<file path="config.mk">
export PLATFORM = sky130hd
export DESIGN_NAME = ofc_divider
export DESIGN_NICKNAME = d
export VERILOG_FILES = /design/src/rtl/ofc_pkg.sv /design/src/rtl/ofc_divider.sv
export SDC_FILE = /design/constraint.sdc
export NUM_CORES = 1
export LEC_CHECK = 0
export ABC_AREA = 1
export ABC_CLOCK_PERIOD_IN_PS = 3380
export BUFFER_PORTS_ARGS = -buffer_cell sky130_fd_sc_hd__buf_2
export CAP_MARGIN = 20
export CELL_PAD_IN_SITES_DETAIL_PLACEMENT = 1
export CELL_PAD_IN_SITES_GLOBAL_PLACEMENT = 1
export CORE_UTILIZATION = 30
export CTS_CLUSTER_DIAMETER = 80
export DETAILED_ROUTE_END_ITERATION = 6
export MAX_ROUTING_LAYER = met4
export PLACE_DENSITY_LB_ADDON = 0.1
export SLEW_MARGIN = 10
export SYNTH_ARGS = -nofsm -noshare
export SYNTH_HDL_FRONTEND = slang
export SYNTH_SLANG_ARGS = --single-unit
</file>
<file path="constraint.sdc">
create_clock -name clk -period 3.38 [get_ports clk]
set_clock_uncertainty 0.1 [all_clocks]
set_input_delay 0.676 -clock clk [delete_from_list [all_inputs] [get_ports clk]]
set_output_delay 0.676 -clock clk [all_outputs]
set_load 0.005 [all_outputs]
</file>
<file path="src/rtl/ofc_pkg.sv">
// Shared types, constants and helpers for the occupancy frontier cell test.
package ofc_pkg;

  localparam int IDX_W     = 16;
  localparam int VAL_W     = 8;
  localparam int REG_W     = 9;
  localparam int CFG_IDX_W = 1;

  // The query inspects a 5x5 window centred on the queried cell.
  localparam int WIN       = 5;
  localparam int WIN_CELLS = WIN * WIN;
  localparam int WIN_POS_W = $clog2(WIN_CELLS);
  localparam int WIN_CTR   = (WIN_CELLS - 1) / 2;
  localparam int WIN_HALF  = WIN / 2;

  localparam int NB_CNT_W      = 4;
  localparam int MIN_UNKNOWN_NB = 3;

  localparam logic signed [VAL_W-1:0] VAL_UNKNOWN = -8'sd1;
  localparam logic signed [VAL_W-1:0] VAL_FREE    = 8'sd0;

  localparam logic [CFG_IDX_W-1:0] CFG_GRID_WIDTH  = 1'd0;
  localparam logic [CFG_IDX_W-1:0] CFG_GRID_HEIGHT = 1'd1;

  typedef enum logic [1:0] {
    CLS_FREE     = 2'd0,
    CLS_UNKNOWN  = 2'd1,
    CLS_OCCUPIED = 2'd2
  } cls_t;

  typedef enum logic {
    CMD_LOAD  = 1'b0,
    CMD_QUERY = 1'b1
  } cmd_t;

  typedef enum logic [2:0] {
    ST_IDLE,
    ST_DIV,
    ST_SCAN,
    ST_DRAIN,
    ST_OUT
  } ofc_state_t;

  typedef struct packed {
    logic             start;
    logic [IDX_W-1:0] dividend;
  } div_req_t;

  function automatic cls_t cls_of_value(input logic signed [VAL_W-1:0] v);
    cls_t c;
    if (v == VAL_UNKNOWN) begin
      c = CLS_UNKNOWN;
    end else if (v == VAL_FREE) begin
      c = CLS_FREE;
    end else begin
      c = CLS_OCCUPIED;
    end
    return c;
  endfunction

endpackage

</file>
<file path="src/rtl/ofc_divider.sv">
// Restoring divider, one quotient bit per cycle, splitting an index into row and column.
module ofc_divider #(
  parameter int SIDE_W = 9
) (
  input  logic                       clk,
  input  logic                       rst_n,
  input  ofc_pkg::div_req_t          req,
  input  logic [SIDE_W-1:0]          divisor,
  output logic                       done,
  output logic [ofc_pkg::IDX_W-1:0]  quotient,
  output logic [SIDE_W-1:0]          remainder
);
  import ofc_pkg::*;

  localparam int CNT_W = $clog2(IDX_W + 1);

  logic              busy_r;
  logic              done_r;
  logic [CNT_W-1:0]  cnt_r;
  logic [IDX_W-1:0]  quo_r;
  logic [SIDE_W-1:0] rem_r;
  logic [SIDE_W-1:0] dvs_r;

  logic [SIDE_W:0]   trial;
  logic              fits;
  logic [SIDE_W-1:0] rem_nxt;

  always_comb begin
    trial   = {rem_r, quo_r[IDX_W-1]};
    fits    = (trial >= {1'b0, dvs_r});
    rem_nxt = fits ? SIDE_W'(trial - {1'b0, dvs_r}) : SIDE_W'(trial);
  end

  always_ff @(posedge clk) begin
    if (!rst_n) begin
      busy_r <= 1'b0;
      done_r <= 1'b0;
      cnt_r  <= '0;
    end else begin
      done_r <= 1'b0;
      if (req.start) begin
        busy_r <= 1'b1;
        cnt_r  <= CNT_W'(IDX_W);
      end else if (busy_r) begin
        cnt_r <= cnt_r - CNT_W'(1);
        if (cnt_r == CNT_W'(1)) begin
          busy_r <= 1'b0;
          done_r <= 1'b1;
        end
      end
    end
  end

  always_ff @(posedge clk) begin
    if (req.start) begin
      quo_r <= req.dividend;
      rem_r <= '0;
      dvs_r <= divisor;
    end else if (busy_r) begin
      quo_r <= {quo_r[IDX_W-2:0], fits};
      rem_r <= rem_nxt;
    end
  end

  assign done      = done_r;
  assign quotient  = quo_r;
  assign remainder = rem_r;
endmodule

</file>
### Word-level counts from Yosys, hierarchy flattened

Index checks and enable logic that the tools add are counted.

| storage, ports and cells | value |
|---|---|
| register bits after elaboration | 41 |
| input bits | 28 |
| output and inout port bits | 26 |
| logic and storage cells | 25 |

| operators by class | value |
|---|---|
| add/sub/neg operators | 2 |
| magnitude comparators | 1 |
| equality and inequality tests | 1 |
| multiplexer cells | 9 |
| bitwise gates (word level) | 2 |
| reductions and logical operators | 3 |

Operators with widths:

| kind | count |
|---|---|
| $mux 16 | 2 |
| $ge 10x9->1 | 1 |
| $mux 5 | 2 |
| $mux 9 | 1 |
| $sub 9x9->9 | 1 |
| $eq 5x1->1 const B | 1 |
| $sub 5x1->5 const B | 1 |
| $mux 1 | 4 |
| $reduce_or 3->1 | 1 |
| $not 1->1 | 2 |
| $reduce_bool 2->1 | 1 |
| $reduce_or 2->1 | 1 |

### Longest topological paths before layout

Gate-level depths: netlist of run 1.

| logic depth | value |
|---|---|
| depth after elaboration | 4 |
| depth in mapped cells | 12 |
| depth with buffers taken out | 12 |

### Worst setup path after synthesis of run 1

OpenSTA, ideal clock, no wires.

| timing | value |
|---|---|
| path kind | reg-to-reg |
| from | register quo_r[15] (netlist: quotient[15]) |
| to | register rem_r[0] (netlist: remainder[0]) |
| setup time | 0.140 ns |
| data arrival time | 1.647 ns |
| required time | 3.140 ns |
| setup slack | 1.493 ns |
| cell stages (with the launch flop) | 12 |
| clock period less this slack | 1.887 ns |
| path through | edfxtp_1 > inv_1 > ha_1 > inv_1 > fa_1 > nand2_1 > nand3_2 > nand2_2 > buf_6 > nand3_1 > nand3_1 > o21ai_0 |

| on the way | value |
|---|---|
| word-level cells in the longest chain between the ends | 2 |
| elaborated cells between the ends (all ways) | 3 |

RTL lines:

| element | RTL line | RTL |
|---|---|---|
| start, declared | ofc_divider.sv:20 | `logic [IDX_W-1:0] quo_r;` |
| start signal, assigned | ofc_divider.sv:56 | `quo_r <= req.dividend;` |
| start signal, assigned | ofc_divider.sv:60 | `quo_r <= {quo_r[IDX_W-2:0], fits};` |
| $sub 9x9->9 or $ge 10x9->1 (tied branches) | ofc_divider.sv:31, ofc_divider.sv:30 |  |
| $mux 9 * | ofc_divider.sv:31 | `rem_nxt = fits ? SIDE_W'(trial - {1'b0, dvs_r}) : SIDE_W'(trial);` |
| end signal, assigned | ofc_divider.sv:61 | `rem_r <= rem_nxt;` |
| end, declared | ofc_divider.sv:21 | `logic [SIDE_W-1:0] rem_r;` |

Every way passes the cells marked *; elsewhere a longest branch is shown, timed or not.
A chain may end at the register's enable or synchronous reset.

### Final worst setup path of run 1

| timing | value |
|---|---|
| from | register quo_r[15] (netlist: quotient[15]) |
| to | register rem_r[6] (netlist: remainder[6]) |

The elaborated chain is that of the path after synthesis.

==> flow_summary.ini, run 1 <==
[outcome]
status = finished, final reports clean

[grt]
grt_overflow_total = 0
grt_pass1_wl_um = 9197
grt_pass1_vias = 1931
grt_max_degree = 26
antenna_found_initial = 0
grt_use_total_pct = 16.19

[critical_path]
slowest_stage = fa_1
crit_chain = inv_1 -> ha_1 -> inv_1 -> fa_1 -> nand2_1 -> nand3_2 -> nand2_2 -> nand2_2 -> nand3_1 -> nand3_1 -> nand2_1
critical_path_class = reg -> reg
max_stage_delay_ns = 0.43
cp-start-kind = flop
endpoint_kind = flop
cp.required_ns = 3.52
cp_max_fo = 12
cp.buffers_inverters = 2
crit_family = simple AND/OR/NAND/NOR gates
arrival_ns = 2.38

[synth]
synth_seq_cells = 41
synth.most_common_cell = nand2_1
ys_seq_area_share_pct = 48.75
syn_nets = 311
synthArstFlopShare_pct = 0
yosys-top-cells-count = nand2_1 (94), inv_1 (41), nand3_1 (26)
syn_area_um2 = 2197
synth_area_leaders = edfxtp_1 (34%), nand2_1 (16%), dfxtp_1 (15%)
avgSynthCellArea_um2 = 8.107
netlist.area_leader.share_pct = 34.17
synth_cells = 271
synth_area_leader_cell = edfxtp_1
yosysUniqueCellTypes = 28
yosys_warnings = 0
ys_dominant_reg_cell = edfxtp_1
synth_edf_count = 25

[sta]
max_slew.worst_pin.slew_ns = 0.7679
min_period_over_period_pct = 66.34
slew-limit-headroom_pct = 48.75
finalSetupTns_ns = 0
finalHoldViolCount = 0
fin_crit_ns = 2.242
max_freq_mhz = 445.9
finalSetupViolations = 0
maxSlewViolCount = 0
rsz0062_at_grt = no

[route]
wirelength_um = 5383
routedWlPerCell_um = 12.70
drtAntennaViolNets = 0
drc = 0
vias = 1909
drt_iter0_drc = 52
vias_per_cell = 4.502
dr.pass1.iters = 4

[floorplanning]
dieHeight_um = 87.58
pin_count = 54
initial_core_util_pct = 31.64
fp-row-count = 30
die_w_um = 87.58
die_area_um2 = 7670
core_um2 = 6944

[clock_network]
numClockSinks = 41
clk_latency_ns = 0.29
postCtsSetupRepairBufs = 0
cts_hold_buf = 0
cts_tree = yes
clockBufferDepth = 2
htree_levels = 2
root_buffer = clkbuf_8
cts_buffers = 5
cts_resized = 0
clkTransAtPathRegs_ns = 0.08

[power]
power_density_nw_per_um2 = 417.8
p_leak_nw = 1.369
total_power_mw = 1.101
ir_worst_vdd_mv = 0.1495

[worst_hold_path]
hp-class = reg -> reg

[place]
port_buffers = 53
gp_congestion = 0.7415
dp_hpwl_um = 4161

[final_layout]
n_antenna_cell = 0
fin_nets = 367
layout-drive-gt1-share_pct = 21.65
area_delta_synth_final_pct = 19.93

[job]
maxCapViolations = 0
## tightest hold or removal path, stage by stage, from the launching register on
cell and delay, ns:
dfxtp_1 0.31, nand2_1 0.06, a31oi_1 0.06
## layout by cell type, fill, tap and decap left out, drive strengths merged
cell and instances:
a211oi 1, a21oi 5, a31oi 2, and3 1, buf 54, clkbuf 6
clkinv 3, dfxtp 16, edfxtp 25, fa 1, ha 11, inv 41
nand2 98, nand3 28, nand3b 2, nand4 2, nor2 19, nor3 3
o211ai 1, o21a 1, o21ai 4, xnor2 3, xor2 1
## state kept, by name, summed over array words and instances (netlist names)
register,cells
dvs_r,9
remainder,9
busy_r,1
cnt_r,5
quotient,16
done,1
## worst paths after layout
| path | start | to | slack, ns | cells after the start |
|---|---|---|---|---|
| max | quotient[15] | remainder[6] | 1.14 | 11 |
| min | cnt_r[4] | cnt_r[4] | 0.38 | 2 |
| min reg2reg | cnt_r[4] | cnt_r[4] | 0.38 | 2 |
| max reg2reg | quotient[15] | remainder[6] | 1.14 | 11 |
## per-stage QoR
stage | utilization, % | area [µm²] | cells | hold WS, ns | worst slack, ns
floorplan | - | 2197 | 271 | 0.3446 | 1.493
global placement | 36.76 | 2552 | 416 | 0.3597 | 1.092
detailed placement | 36.76 | 2552 | 416 | 0.3685 | 1.052
CTS | 37.95 | 2635 | 424 | 0.3813 | 1.098
global route | 37.95 | 2635 | 424 | 0.4126 | 0.9078
finish | 37.95 | 2635 | 424 | 0.3751 | 1.138
## kinds of logic after synthesis
| kind of cell | after synthesis | synth area share (%) |
|---|---|---|
| AND/OR/NAND/NOR | 153 | 29.95 |
| buffers and inverters | 47 | 8.884 |
| flip-flops | 41 | 48.75 |
| AO/OA/AOI/OAI | 14 | 3.644 |
| adder cells (fa/ha/maj) | 12 | 7.175 |
| XOR/XNOR | 4 | 1.595 |
## cell type report
class	instances	area, µm²
fill	884	4309
tap	96	120.1
clock inverter	2	10.01
inverter	42	157.7
sequential	41	1071
multi-input combinational	183	930.9
timing repair buffer	54	272.8
clock buffer	6	72.57
## where the power goes
group          internal (mW)  switching (mW)  leakage [nW]
clock                  0.143           0.169        0.0450
sequential             0.574          0.0229         0.383
combinational         0.0775           0.114         0.942
## routing by layer
layer / GRT usage [%] / vias up / wire [µm]
li1: - / 979 / -
met1: 21.31 / 893 / 2729
met2: 25.92 / 31 / 2449
met3: 2.828 / 6 / 140
met4: 4.024 / 0 / 63
met5: - / - / 0
Note: power is estimated with default switching activity, not from simulation.
==> run 2, diff against run 1 <==
--- a/config.mk
+++ b/config.mk
@@ -6,7 +6,7 @@
 export NUM_CORES = 1
 export LEC_CHECK = 0
 export ABC_AREA = 1
-export ABC_CLOCK_PERIOD_IN_PS = 3380
+export ABC_CLOCK_PERIOD_IN_PS = 1900
 export BUFFER_PORTS_ARGS = -buffer_cell sky130_fd_sc_hd__buf_2
 export CAP_MARGIN = 20
 export CELL_PAD_IN_SITES_DETAIL_PLACEMENT = 1
==> constraint.sdc (replaced) <==
create_clock -name clk -period 1.9 [get_ports clk]
set_clock_uncertainty 0.1 [all_clocks]
set_input_delay 0.38 -clock clk [delete_from_list [all_inputs] [get_ports clk]]
set_output_delay 0.38 -clock clk [all_outputs]
set_load 0.005 [all_outputs]
==> flow_summary.ini, run 2 (synthesis gave the netlist of run 1 again) <==
[worst_hold_path]
min_from = divisor[0]
hp-class = in -> reg

[final_layout]
final.fill_count = 835
final_cell_mix = nand2_1 (90), buf_2 (53), inv_1 (39)
n_antenna_cell = 0
final_util_pct = 46.09
area_delta_synth_final_pct = 45.67
largest_reg_flops = 16
layout-drive-gt1-share_pct = 36.07
fin_nets = 405
layout_commonest_cell = nand2_1

[grt]
grt_use_total_pct = 18.08
antenna_found_initial = 0
grt_pass1_vias = 2208
grt_pass1_wl_um = 10180
grt_max_degree = 21
grt_overflow_total = 0

[route]
drc = 0
drt_iter0_drc = 66
wirelength_um = 6254
routedWlPerCell_um = 13.54
vias_per_cell = 4.506
vias = 2082
drtAntennaViolNets = 0
dr.pass1.iters = 4

[sta]
max_freq_mhz = 525.6
maxSlewViolCount = 0
fin_hold_ws_ns = 0.1577
max_slew.worst_pin.slew_ns = 0.4224
min_period_over_period_pct = 100.1
finalSetupViolations = 1
setup_slack_ns = -0.002562
finalSetupTns_ns = -0.002562
fin_crit_ns = 1.903
slew-limit-headroom_pct = 71.81
rsz0062_at_grt = yes
finalHoldViolCount = 0

[floorplanning]
dieHeight_um = 87.58
die_area_um2 = 7670
pin_count = 54
core_um2 = 6944
die_w_um = 87.58
initial_core_util_pct = 31.64
fp-row-count = 30

[clock_network]
clockBufferDepth = 2
cts_buffers = 5
clkTransAtPathRegs_ns = 0.08
root_buffer = clkbuf_8
cts_hold_buf = 0
htree_levels = 2
cts_tree = yes
clk_latency_ns = 0.29
numClockSinks = 41

[power]
p_int_mw = 1.534
ir_worst_vdd_mv = 0.3372
switching_power_uw = 608.0
power_density_nw_per_um2 = 669.2
p_leak_nw = 1.613
power_frac_comb_pct = 24.2
p_clk_share_pct = 26.3
pwr-share-seq_pct = 49.4
switching_share_pct = 28.38
total_power_mw = 2.142

[job]
maxCapViolations = 0

[critical_path]
critical_path_class = reg -> reg
arrival_ns = 1.99
endpoint_kind = flop
cp.required_ns = 1.98
r2r_start = quotient[15]
cp-start-kind = flop
cp-startpoint = quotient[15]
cp_max_fo = 8

[outcome]
status = finished with violations
violations = negative setup slack

[place]
port_buffers = 53
gp_congestion = 0.8198
dp_hpwl_um = 4610
## run 2: final cells by class
cell class	count	area (µm²)	share of cell area [%]
repair buffers	92	609.3	19.04
clock buffers	8	80.08	2.502
flip-flops and latches	41	1071	33.46
inverters	42	160.2	5.004
multi-input cells	183	1160	36.24
well taps	96	120.1	3.753
## run 2: through the flow
| step | setup slack (ns) | cells | instance area, µm² |
|---|---|---|---|
| after global placement | -0.1225 | 445 | 2783 |
| after floorplan | 0.01296 | 271 | 2197 |
| after detailed placement | -0.1944 | 445 | 2783 |
| final | -0.002562 | 462 | 3201 |
| after global routing | -0.1150 | 462 | 3201 |
| after CTS | -0.02771 | 459 | 3003 |
## run 2: final timing paths
check	to	cells past startpoint	slack, ns
hold reg to reg	cnt_r[4]	2	0.38
hold / removal	dvs_r[0]	1	0.16
setup reg to reg	remainder[0]	11	-0.003
setup / recovery	remainder[0]	11	-0.003
## run 2: critical path, cell delays in order (launching register included)
cell	delay [ns]
edfxtp_1	0.42
inv_2	0.10
ha_4	0.13
inv_4	0.03
fa_2	0.36
nand2_2	0.10
nand3_4	0.10
nand2_8	0.13
buf_6	0.12
nand3_2	0.05
nand3_1	0.08
o21ai_1	0.06
## run 2: metal layers
layer | up-vias | track usage [%] | share of wire, %
met3 | 8 | 3.582 | 3.8
met4 | 0 | 5.812 | 1.6
met2 | 41 | 30.18 | 50
met5 | - | - | 0
li1 | 1054 | - | -
met1 | 979 | 21.95 | 44
## run 2: what timing repair did
item	in CTS	in global routing
setup buffers	6	3
setup endpoints to repair	10	10
pin swaps	8	15
gates resized for setup	24	24
endpoints found under the hold margin	0	0
## run 2: power by group through the flow
| stage | registers (mW) | logic, mW | clock network, mW |
|---|---|---|---|
| after floorplan | 1.08 | 0.213 | 0 |
| after global routing | 1.07 | 0.580 | 0.624 |
| after global placement | 1.07 | 0.414 | 0 |
| final | 1.06 | 0.519 | 0.564 |
| after detailed placement | 1.07 | 0.424 | 0 |
| after CTS | 1.06 | 0.469 | 0.592 |
